===== config.mk =====
export PLATFORM = sky130hd
export DESIGN_NAME = bdls_ram
export DESIGN_NICKNAME = d
export VERILOG_FILES = /design/src/sv/bdls_ram.sv
export SDC_FILE = /design/constraint.sdc
export NUM_CORES = 2
export LEC_CHECK = 0
export BUFFER_PORTS_ARGS = -buffer_cell sky130_fd_sc_hd__buf_2
export CORE_MARGIN = 2
export CORE_UTILIZATION = 55
export DETAILED_ROUTE_END_ITERATION = 7
export HOLD_SLACK_MARGIN = 0.15
export PLACE_DENSITY = 0.71
export SLEW_MARGIN = 20
export SYNTH_ARGS = -nofsm -noshare
export SYNTH_HDL_FRONTEND = slang
export SYNTH_SLANG_ARGS = --single-unit

===== constraint.sdc =====
create_clock -name i_clk -period 6.2 [get_ports i_clk]
set_input_delay 1.24 -clock i_clk [delete_from_list [all_inputs] [get_ports i_clk]]
set_output_delay 1.24 -clock i_clk [all_outputs]
set_load 0.1 [all_outputs]

===== src/sv/bdls_ram.sv =====
// Generic simple dual-port RAM: one write port, one registered read port.
// Depends on nothing; used for the stretch table and the column sums.
`default_nettype none
module bdls_ram #(
    parameter int unsigned W  = 8,
    parameter int unsigned D  = 256,
    localparam int unsigned AW = $clog2(D)
) (
    input  wire logic          i_clk,
    input  wire logic          i_we,
    input  wire logic [AW-1:0] i_waddr,
    input  wire logic [W-1:0]  i_wdata,
    input  wire logic          i_re,
    input  wire logic [AW-1:0] i_raddr,
    output logic      [W-1:0]  o_rdata
);

    logic [W-1:0] r_mem [D];

    always_ff @(posedge i_clk) begin
        if (i_we) begin
            r_mem[i_waddr] <= i_wdata;
        end
        if (i_re) begin
            o_rdata <= r_mem[i_raddr];
        end
    end

endmodule
`default_nettype wire


Word level (Yosys, flattened, before mapping)
Memories as Yosys holds them, arrays and structs flattened. A register that Yosys moved wholly into a read port is not among the register bits.
Index checks and enable logic that the tools add are counted.
{ "classes": {"muxes": 2} }
{ "ops": {"columns": ["cell", "n"], "rows": [
  ["$mux 1", 2]
]} }
{ "word_totals": {"register_bits": 0, "mem_bits_rw": 2048, "in_bits": 27, "out_inout_bits": 8, "mem_count": 1} }
{ "memory_table": {"columns": ["name", "words", "width", "read_ports", "rd_ports_with_merged_regs", "wr", "line", "source"], "rows": [
  ["r_mem", 256, 8, 1, 1, 1, "18", "logic [W-1:0] r_mem [D];"]
]} }

Logic depth before layout (Yosys ltp)
{ "depth": {"word_depth": 2, "depth_mapped": 11, "ltp_nobuf": 6} }

Worst setup path before layout
Ideal clock, no wire load.
{ "synth_timing": {"kind": "in2reg", "startpoint": "input port i_raddr[0]", "endpoint": "register o_rdata[2], read port of r_mem (data pin)", "setup_time_ps": 269, "arrival_ps": 3047, "path_slack_ps": 2884, "path_stages": 9, "path_buffers": 4, "path_cell_list": "buf_6 > buf_12 > buf_8 > buf_2 > mux4_2 > a22oi_1 > a21oi_1 > nor4_1 > nor4_2"} }
{ "synth_lines": {"columns": ["item", "line", "source"], "rows": [
  ["start: declaration", "14", "input wire logic [AW-1:0] i_raddr,"],
  ["end: declaration", "15", "output logic [W-1:0] o_rdata"]
]} }

==> results.ini <==
[yosys]
ys_seq_elements=2056
synth_compound_area_share_pct=3.42
syn-cell-area_mm2=0.0796
synth.area.mux_share_pct=14.6
synth_commonest_cells=edfxtp_1 (2056), mux4_2 (454), nor2_1 (282)
yosys.area_share.simple_pct=2.63
synth_top_family_by_area=multiplexers
synth_cell_types=54
syn-num-nets=3760
synth_edf_count=2056
yosys_warnings=0
avgSynthCellArea_um2=21.3
synthCells=3733
async_flop_share_pct=0
synth_adder_area_share_pct=0
netlist_top_cells_area=edfxtp_1 (78%), mux4_2 (13%), mux2i_1 (1.7%), nor2_1 (1.3%), a22oi_1 (1.3%)
synth-xor-area-share_pct=0
post-synth-top-area-cell=edfxtp_1
synth.top_cell.area_share_pct=77.5
synth_flop_cell=edfxtp_1
yosysMostFrequentCell=edfxtp_1
synth_seq_area_share_pct=77.5

[placement]
place_congestion=0.868
hpwl_um=114000
io_buffers=34

[floorplanning]
die_w_um=385
io_pins=35
dieArea_mm2=0.148
row_count=139
core_area_mm2=0.144
die_h_um=385
initial_core_util_pct=55.4

[clock_network]
cts_tree=built
cts-resized-gates=0
hold_buffers=0
clk_pin_slew_ns=0.06
root_buffer=clkbuf_16
clkSinkCount=2056
worstSkewPairLatency_ns=0.84
cts-buffers-inserted=197
cts.path.max_buffers=3
htreeDepth=4
post_cts_buffers=0

[global_route]
antenna_found_initial=11
grt_usage_pct=25.9
overflow=0
first_global_vias=38700
grt_max_degree=181
grt_pass1_wl_um=274000

[worst_setup_path]
ff2ff_setup_slack_ns=3.20
critPathLaunch=i_raddr[0]
rr_endpoint=o_rdata[3]
endpoint=o_rdata[4]
crit_type=input port to register
cp_max_fo=43
cp_data_arrival_time_ns=4.87
rr_startpoint=r_mem[83][3]
reg2reg_depth=6
crit_path_end_kind=register
critPathLaunchType=input port
worstPathRequired_ns=6.76

[min_path]
whs_path_depth=1
hold_path.class=input port to register

[timing]
maxSlewViolCount=0
fin_skew_ns=0.0335
fin_tns_setup_ns=0
rsz0062_at_grt=false
setup_viol=0
fmax_mhz=232
worst_slew_pin_slew_ns=1.18
slew_headroom_pct=20.8
fin_crit_sh_pct=69.5
finalCriticalPeriod_ns=4.31
finalHoldViolCount=0

[finish]
drive_gt1_share_pct=22.2
final_nets=3875
nFillCells=9770
synthToLayoutAreaGrowth_pct=10.7
final_core_util_pct=61.4

[route]
drt_iter0_markers=4920
vias=39200
wl_per_cell_um=32.0
viasPerCell=6.61
antenna_left=0
drc=4
drt-pass1-iter-count=8
wl_um=190000

[status]
violations=design-rule violations
status=finished, violations left

[run]
cap_violations=0

[power_and_ir_drop]
leakagePower_uw=0.0271
power_density_mw_per_mm2=321
peakVddDrop_uv=338

[logic make-up after synthesis]
kind of cell	after synthesis
simple gates	466
mux	591
compound gates	385
flops	2056
buf+inv	235
[per-layer routing]
layer / up-vias / GRT usage [%] / part of all wire (%)
met2: 2224 / 40.9 / 48
met4: 14 / 7.91 / 2.9
met5: - / 0 / 0.051
met1: 20700 / 36.6 / 39
li1: 15900 / - / -
met3: 329 / 5.93 / 10
[critical path, cell delays in order]
cell	delay (ns)
buf_8	0.40
buf_12	0.35
buf_4	0.34
buf_4	0.22
mux4_2	0.52
a22oi_1	0.32
a21oi_1	0.19
nor4_1	0.86
buf_4	0.24
nor4_1	0.04
[power breakdown]
group	internal, µW	switching, µW
registers	15300	20.6
clock network	6350	5170
logic	465	934
[stage by stage]
stage / hold slack, ns / worst slack [ns] / instance area, µm² / cells / total power [µW]
finish: 0.861 / 1.89 / 88200 / 5925 / 28300
global route: 0.858 / 1.86 / 88200 / 5922 / 29000
CTS: 0.841 / 2.00 / 88200 / 5921 / 28400
global placement: 1.14 / 1.07 / 81900 / 5551 / 17000
detailed placement: 1.16 / 1.10 / 82000 / 5552 / 17000
floorplan: 0.864 / 2.88 / 79600 / 3733 / 16400
[final cells by class]
| class | count | area, µm² | share of cell area [%] |
|---|---|---|---|
| multi-input cells | 1442 | 16500 | 18.7 |
| diodes | 4 | 10.0 | 0.0113 |
| clock buffers | 238 | 5080 | 5.76 |
| clock inverters | 131 | 1120 | 1.28 |
| inverters | 2 | 7.51 | 0.00851 |
| repair buffers | 149 | 1350 | 1.53 |
| well taps | 1903 | 2380 | 2.70 |
| flip-flops and latches | 2056 | 61700 | 70.0 |
[flip-flops by register name (all words and copies together) (netlist names)]
register and count:
o_rdata 8, r_mem 2048
[cells in the final DEF, fill, tap and decap left out, types with 10 or more instances in the layout]
cell type / count
a211oi_1: 16
a21oi_1: 96
a221oi_1: 13
a22oi_1: 133
buf_12: 18
buf_2: 24
buf_4: 97
bufinv_16: 11
clkbuf_1: 41
clkbuf_16: 197
clkinv_1: 61
clkinv_2: 38
edfxtp_1: 2056
mux2i_1: 134
mux4_2: 454
nand2_1: 33
nand3_1: 34
nand4_1: 10
nor2_1: 279
nor2b_1: 28
nor3_1: 20
nor4_1: 22
o211ai_1: 10
o21ai_0: 10
o221ai_1: 46
o22ai_1: 28
[worst min path at each step]
stage / from / to
floorplan: r_mem[40][3] / o_rdata[3]
global placement: r_mem[32][5] / o_rdata[5]
detailed placement: r_mem[32][5] / o_rdata[5]
CTS: i_wdata[0] / r_mem[64][0]
global route: i_re / o_rdata[5]
finish: i_wdata[0] / r_mem[64][0]
(Power assumes the default switching activity.)
