### src/sv/bdls_div.sv
// Restoring divider for unsigned operands, one quotient bit per cycle.
// Depends on nothing; the top level uses it to average a closed box.
`default_nettype none
module bdls_div #(
    parameter int unsigned NW = 60,
    parameter int unsigned DW = 30
) (
    input  wire logic          i_clk,
    input  wire logic          i_rst_n,
    input  wire logic          i_start,
    input  wire logic [NW-1:0] i_dividend,
    input  wire logic [DW-1:0] i_divisor,
    output logic               o_done,
    output logic      [NW-1:0] o_quotient
);

    localparam int unsigned CNTW = $clog2(NW + 1);

    logic            r_busy;
    logic [CNTW-1:0] r_cnt;
    logic [NW-1:0]   r_quo;
    logic [DW-1:0]   r_rem;
    logic [DW-1:0]   r_div;
    logic [DW:0]     shifted;
    logic            ge;

    assign shifted    = {r_rem, r_quo[NW-1]};
    assign ge         = shifted >= {1'b0, r_div};
    assign o_quotient = r_quo;

    always_ff @(posedge i_clk) begin
        if (!i_rst_n) begin
            r_busy <= 1'b0;
            r_cnt  <= '0;
            o_done <= 1'b0;
        end else begin
            o_done <= 1'b0;
            if (i_start) begin
                r_busy <= 1'b1;
                r_cnt  <= CNTW'(NW);
                r_quo  <= i_dividend;
                r_rem  <= '0;
                r_div  <= i_divisor;
            end else if (r_busy) begin
                r_rem <= ge ? DW'(shifted - {1'b0, r_div}) : shifted[DW-1:0];
                r_quo <= {r_quo[NW-2:0], ge};
                r_cnt <= r_cnt - CNTW'(1);
                if (r_cnt == CNTW'(1)) begin
                    r_busy <= 1'b0;
                    o_done <= 1'b1;
                end
            end
        end
    end

endmodule
`default_nettype wire

### config.mk
export PLATFORM = sky130hd
export DESIGN_NAME = bdls_div
export DESIGN_NICKNAME = d
export VERILOG_FILES = /design/src/sv/bdls_div.sv
export SDC_FILE = /design/constraint.sdc
export NUM_CORES = 1
export LEC_CHECK = 0
export BUFFER_PORTS_ARGS = -buffer_cell sky130_fd_sc_hd__buf_2
export CAP_MARGIN = 5
export CORE_MARGIN = 2
export CORE_UTILIZATION = 59
export DETAILED_ROUTE_END_ITERATION = 8
export PLACE_DENSITY = 0.86
export RECOVER_POWER = 25
export SYNTH_ARGS = -nofsm -noshare
export SYNTH_HDL_FRONTEND = slang
export SYNTH_SLANG_ARGS = --single-unit
export TNS_END_PERCENT = 100
### constraint.sdc
create_clock -name i_clk -period 8.3 [get_ports i_clk]
set_input_delay 1.66 -clock i_clk [delete_from_list [all_inputs] [get_ports i_clk]]
set_output_delay 1.66 -clock i_clk [all_outputs]
set_load 0.05 [all_outputs]
# Word level (Yosys, flattened, before mapping)

Cells that the tools add are included.

Multiplexer cells: 10
Bitwise gates (word level): 2
Add/subtract/negate cells: 2
Equal/unequal tests: 1
Order comparisons: 1
Reductions and logical operators: 5

Operators by type and width:

| kind                                                 | count |
|---|---|
| two-way mux 60 bit                                   | 2 |
| two-way mux 30 bit                                   | 2 |
| greater-or-equal comparator 31 x 30 -> 1 bit         | 1 |
| subtractor 30 bit                                    | 1 |
| two-way mux 6 bit                                    | 2 |
| equality test 6 x 1 -> 1 bit (second input constant) | 1 |
| subtractor 6 x 1 -> 6 bit (second input constant)    | 1 |
| two-way mux 1 bit                                    | 4 |
| AND reduction 2 bit                                  | 2 |
| OR reduction 3 bit                                   | 1 |
| inverter 1 bit                                       | 2 |
| nonzero test 2 bit                                   | 1 |
| OR reduction 2 bit                                   | 1 |

Output and inout bits: 61
Register bits after elaboration: 128

# Depth between registers and ports, before layout

Gate-level depths: netlist of run 1.

Depth after elaboration: 4
Depth in mapped cells: 14
Gate-level depth less buffers: 13

# Worst setup path after synthesis of run 1

Ideal clock, no wire load.

Path kind: input -> register
Start: input i_start
End: register r_quo[0] (netlist: o_quotient[0]) (enable)
Path slack: 3.689 ns
Arrival time: 4.168 ns
Stages on the path: 4
Required time: 7.857 ns
Cell sequence: clkbuf_1 > clkbuf_1 > o21ai_0 > inv_1

Word-level cells in the longest chain between the ends: 2

RTL lines:

| what                                 | line | text |
|---|---|---|
| from (decl)                          | 10   | `input wire logic i_start,` |
| nonzero test 2 bit (no source line)  | --   |  |
| AND reduction 2 bit (no source line) | --   |  |
| to (signal assigned)                 | 41   | `r_quo <= i_dividend;` |
| to (signal assigned)                 | 46   | `r_quo <= {r_quo[NW-2:0], ge};` |
| to (decl)                            | 21   | `logic [NW-1:0] r_quo;` |

No other way between the ends.
A chain may end at the register's enable or synchronous reset.

# Worst setup path in the final report of run 1

Start: register r_rem[2]
End: register r_rem[3] (data pin)

Word-level cells in the longest chain between the ends: 3

RTL lines:

| what                                                                                     | line   | text |
|---|---|---|
| from (decl)                                                                              | 22     | `logic [DW-1:0] r_rem;` |
| from (signal assigned)                                                                   | 45     | `r_rem <= ge ? DW'(shifted - {1'b0, r_div}) : shifted[DW-1:0];` |
| subtractor 30 bit / greater-or-equal comparator 31 x 30 -> 1 bit (equally long branches) | 45, 28 |  |
| two-way mux 30 bit *                                                                     | 45     |  |
| two-way mux 30 bit *                                                                     | 44     | `end else if (r_busy) begin` |

Mark *: on every way between the ends. The rest lies on a longest branch, timed or not. The select of a mux whose other input is x is not followed.

==> flow_summary.toml, run 1 <==
[critical_path]
crit_fanout = 24
start_kind = "flip-flop"
cp.required_ns = 8.42
ff2ff_setup_slack_ns = 4.44
end_kind = "flip-flop"
arrival_ns = 3.98
crit_type = "reg2reg"

[sta]
maxSlewHeadroom = 0.2659
period_share = 0.4654
maxSlewViolCount = 0
setup_viol = 0
clock.fmax_mhz = 258.9
rsz0062_at_grt = "no"
fin_setup_tns_ns = 0
timing.final.hold_violations = 0
fin_crit_ns = 3.862
worstMarginPinSlew_ns = 1.101
clock_skew_ns = 0.007668

[finish]
layout_commonest_cell = "buf_2"
fillers = 769
fin_nets = 831
drive_above_1_share = 0.3375
fin_area_mm2 = 0.008242
mostFrequentLayoutCells = "buf_2 (136), edfxtp_1 (120), mux2_2 (60)"
antenna_cells = 0
syn2layout_area_growth_pct = 19.55

[synth]
syn_area_per_cell_um2 = 12.60
yosys_most_used_dff = "edfxtp_1"
synth_top_area_cell = "edfxtp_1"
ys_seq_elements = 128
synthTopCellsByArea = "edfxtp_1 (52%), mux2_2 (9.8%), ha_1 (6.0%)"
netlist_area_mm2 = 0.006894
async_flop_share = 0
synthCells = 547
synth.top_cell.area_share = 0.5227
ys_types = 54
synth_seq_area_share = 0.5459
synth_nets = 674
synth_edf_count = 120
yosys_warnings = 0

[cts]
path_clk_slew_ns = 0.06
htreeDepth = 4
cts-root-buf = "clkbuf_16"
cts_setup_buffers = 0
cts_resized = 0
insertion_delay_ns = 0.42
clk_path_buf_depth = 2
cts_sinks = 128
cts_buffers = 17
ctsHoldBuffers = 0
cts_tree = "done"

[min_path]
hp-class = "reg2reg"

[floorplanning]
die_x_um = 112.1
chipHeight_um = 112.1
row_count = 39
fp.coreArea_mm2 = 0.01142
initial_core_util = 0.6038
die-area_mm2 = 0.01257
io_pins = 154

[placement]
placed_cell_area_mm2 = 0.007760
io_buffers = 153
gp_congestion = 0.9051
place_hpwl_um = 11100

[global_routing]
grt_pass1_vias = 5192
grt_usage = 0.2630
grt_overflow = 0
grt_pass1_wl_um = 25760
grt_max_degree = 91
antenna_found_initial = 0

[detailed_routing]
ant_nets = 0
wl_per_cell_um = 18.69
wl_um = 16080
vias_per_cell = 5.840
dr.first_iter.drc_count = 279
vias = 5022
first_pass_iters = 4
drc = 0

[pwr]
total_power_mw = 1.924
powerDensity_mw_per_mm2 = 233.4
p_leak_nw = 3.438
vdd.ir_drop.worst_v = 0.0001898

[run_status]
outcome = "completed"

[job]
cap_violations = 0
==> kinds of logic (layout without fill, tap and decap cells) <==
group	count (synthesis)	in the layout	share of synthesized area
and+or+nand+nor	102	102	0.06842
muxes	81	81	0.1292
DFF	128	128	0.5459
xor gates and xnor gates	31	31	0.03938
adders and majority gates	34	34	0.06280
buffers and inverters	63	233	0.04029
AOI/OAI and AO/OA	108	108	0.1140
==> Yosys cell counts (all sizes together), types with 2 or more instances <==
| library cell | count |
|---|---|
| dfxtp | 8 |
| o21bai | 2 |
| nand3 | 8 |
| xor2 | 9 |
| o211a | 2 |
| xnor2 | 22 |
| a31oi | 4 |
| inv | 44 |
| mux2i | 20 |
| and3 | 4 |
| o21a | 5 |
| nor3 | 8 |
| a21o | 11 |
| a221o | 2 |
| clkbuf | 14 |
| o41ai | 3 |
| ha | 33 |
| and4 | 2 |
| edfxtp | 120 |
| o211ai | 3 |
| mux2 | 61 |
| nor2 | 42 |
| a21boi | 5 |
| o21ai | 17 |
| a211oi | 11 |
| nand4 | 4 |
| o221ai | 2 |
| nor2b | 5 |
| a21oi | 31 |
| o31ai | 3 |
| nand2 | 21 |
| and2 | 2 |
| nor4 | 3 |
| buf | 5 |
==> where the power goes <==
part           switching, mW  internal, mW  total [mW]
Sequential            0.0274         0.774       0.802
Combinational          0.288         0.183       0.470
Clock                  0.275         0.377       0.652
==> flip-flops by register name, indices dropped and copies added (netlist names) <==
name and flops:
o_done 1, o_quotient 60, r_busy 1, r_cnt 6, r_div 30, r_rem 30
==> final cells by class <==
class	count	area, um^2	area share
clock buffer	21	440.4	0.05344
inverter	44	166.4	0.02019
tap	143	178.9	0.02171
clock inverter	11	68.82	0.008350
timing repair buffer	157	770.7	0.09352
sequential	128	3764	0.4567
multi-input combinational	356	2853	0.3461
==> path summary, 6_finish.rpt <==
path,startpoint,depth (start not counted),endpoint
worst min register to register,r_cnt[5],3,o_done
worst max-delay path,r_rem[2],10,r_rem[3]
worst max register to register,r_rem[2],10,r_rem[3]
worst min-delay path,r_cnt[5],3,o_done
==> per-stage QoR <==
stage | util | hold WS (ns) | worst slack [ns] | instances
after floorplan | - | 0.4840 | 3.689 | 547
after global placement | 0.6796 | 0.4965 | 4.691 | 828
after detailed placement | 0.6796 | 0.5130 | 4.536 | 828
after CTS | 0.7242 | 0.5404 | 4.469 | 860
after global routing | 0.7218 | 0.5781 | 4.134 | 860
final | 0.7218 | 0.5661 | 4.438 | 860
==> layer usage <==
metal	vias up	GRT usage	part of all wire
met1	2411	0.3086	0.38
met3	35	0.09071	0.083
li1	2347	-	-
met4	0	0.1016	0.029
met2	229	0.4474	0.51
met5	-	0	0
==> critical path, stage by stage (launching register included) <==
cell and delay [ns]:
edfxtp_1 0.39, ha_1 0.40, nand3_1 0.17, o21ai_2 0.30
a31oi_4 0.16, o41ai_2 0.42, a311o_1 0.33, a41o_1 0.59
buf_4 0.46, mux2i_1 0.26, nor2_1 0.07
No activity file was read; power rests on OpenSTA's default activity.
==> run 2, diff against run 1 <==
- ABC_AREA: not set -> 1
- CORE_UTILIZATION: 59 -> 56
- PLACE_DENSITY: 0.86 -> 0.81
- clock period: 8.3 -> 3.9 ns (I/O delays scaled with it)
==> flow_summary.toml, run 2 <==
[cts]
cts_tree = "done"
ctsHoldBuffers = 0
clk_path_buf_depth = 2
cts_setup_buffers = 0
cts_buffers = 17
cts_resized = 0
path_clk_slew_ns = 0.06
cts-root-buf = "clkbuf_16"
cts_sinks = 128
insertion_delay_ns = 0.43
htreeDepth = 4

[sta]
timing.final.hold_violations = 0
fin_crit_ns = 2.938
worstMarginPinSlew_ns = 1.775
holdWs_ns = 0.5144
maxSlewViolCount = 42
fin_setup_tns_ns = 0
period_share = 0.7534
clock_skew_ns = 0.01252
setup_viol = 0
rsz0062_at_grt = "no"
maxSlewHeadroom = -0.1865
clock.fmax_mhz = 340.3

[synth]
yosys_most_used_dff = "edfxtp_1"
syn_area_per_cell_um2 = 7.510
synthTopCellsByCount = "nand2_1 (472), inv_1 (168), edfxtp_1 (120)"
netlist_area_mm2 = 0.007833
async_flop_share = 0
synthTopCellsByArea = "edfxtp_1 (46%), nand2_1 (23%), inv_1 (8.1%)"
ys_types = 32
synthCells = 1043
yosys_warnings = 0
synth_top_area_cell = "edfxtp_1"
synth.top_cell.area_share = 0.4601
synth_seq_area_share = 0.4805
ys_seq_elements = 128
synth_nets = 1170
synth_most_common_cell = "nand2_1"
synth_edf_count = 120

[critical_path]
crit_chain = "clkbuf_1 > nand2_1 > nand2_1 > buf_12"
critPathBufInv = 2
crit_type = "in2reg"
critical-path-max-stage-delay_ns = 1.30
start_kind = "primary input"
cp.required_ns = 3.99
r2r-end = "r_rem[21]"
crit_fanout = 49
ff2ff_setup_slack_ns = 1.13
timing.rr.start = "r_rem[14]"
worstRegToRegCells = 10
critPathTopFamily = "simple AND/OR/NAND/NOR gates"
end_kind = "flip-flop"
cp_slowest_cell = "nand2_1"
crit_top_cell = "nand2_1"
arrival_ns = 3.03

[detailed_routing]
vias_per_cell = 4.976
first_pass_iters = 6
wl_per_cell_um = 14.03
wl_um = 19500
ant_nets = 0
dr.first_iter.drc_count = 475
vias = 6916
drc = 0

[floorplanning]
chipHeight_um = 122.3
io_pins = 154
die-area_mm2 = 0.01495
die_x_um = 122.3
initial_core_util = 0.5687
fp.coreArea_mm2 = 0.01377
row_count = 43

[placement]
place_hpwl_um = 14190
gp_congestion = 0.9878
placed_cell_area_mm2 = 0.008753
io_buffers = 153

[global_routing]
grt_usage = 0.2729
antenna_found_initial = 1
grt_overflow = 0
grt_max_degree = 75
grt_pass1_vias = 6534
grt_pass1_wl_um = 31250

[finish]
layout_commonest_cell = "nand2_1"
mostFrequentLayoutCells = "nand2_1 (472), inv_1 (169), buf_2 (152)"
fin_nets = 1324
drive_above_1_share = 0.1663
fin_util = 0.6814
largest_register_ffs = 60
syn2layout_area_growth_pct = 19.82
fin_area_mm2 = 0.009385

[min_path]
min_path_cells = 2
hp-start = "r_cnt[1]"
worstHoldEndpoint = "r_cnt[1]"
hp-class = "reg2reg"

[job]
cap_violations = 1

[run_status]
outcome = "finished with violations"
failed_checks = "max-capacitance violations, max-slew violations"

[pwr]
total_power_mw = 4.869
powerDensity_mw_per_mm2 = 518.8
vdd.ir_drop.worst_v = 0.0003280
p_leak_nw = 4.969
[run 2: cell types whose count changed after synthesis, moves of 9 or more]
cell,change
mux2i_1,-20
a21oi_1,-10
xor2_1,-9
nand3_1,+26
mux2_2,-60
nand2_1,+451
inv_1,+124
a21o_1,-10
nor2_1,+57
[run 2: final cells by class]
class                           count  area [um^2]
Multi-Input combinational cell    723         3311
Fill cell                        1200         4388
Clock buffer                       18        429.2
Timing Repair Buffer              157        807.0
Clock inverter                     13        209.0
Antenna cell                        1        2.502
Tap cell                          180        225.2
Sequential cell                   128         3764
Inverter                          170        638.1
[run 2: cell families after synthesis]
family	after synthesis	synth area share
compound gates	32	0.02284
fa+ha+maj	34	0.05527
simple gates	643	0.3289
xor+xnor	14	0.01566
buf+inv	192	0.09680
flops	128	0.4805
[run 2: worst max path at each step]
stage,slack [ns],start,endpoint,depth (start not counted)
2_1_floorplan,0.20,i_start,o_quotient[0],4
3_3_place_gp,1.23,r_rem[14],r_rem[21],10
3_5_place_dp,1.24,r_rem[14],r_rem[21],10
4_1_cts,1.16,r_rem[14],r_rem[21],10
5_1_grt,0.73,i_start,r_rem[8],4
6_report,0.96,i_start,r_rem[8],4
[run 2: layer usage]
layer,GRT usage,part of all wire
met5,0,0
met4,0.08046,0.017
met3,0.07110,0.082
met2,0.4462,0.47
met1,0.3592,0.43
[run 2: power by group]
part           leakage, nW  switching, mW  internal (mW)
logic                 3.43          0.934          0.421
clock network        0.305          0.618           1.13
registers             1.23         0.0769           1.69
total                 4.97           1.63           3.24
[run 2: tightest hold or removal path, cell delays in order, from the launching register on]
cell,delay (ns)
dfxtp_1,0.32
nor2_1,0.10
a211oi_1,0.05
[run 2: through the flow]
stage	cells	setup WS, ns
global placement	1358	1.230
CTS	1389	1.161
floorplan	1043	0.2039
detailed placement	1358	1.239
finish	1390	0.9616
global route	1389	0.7261
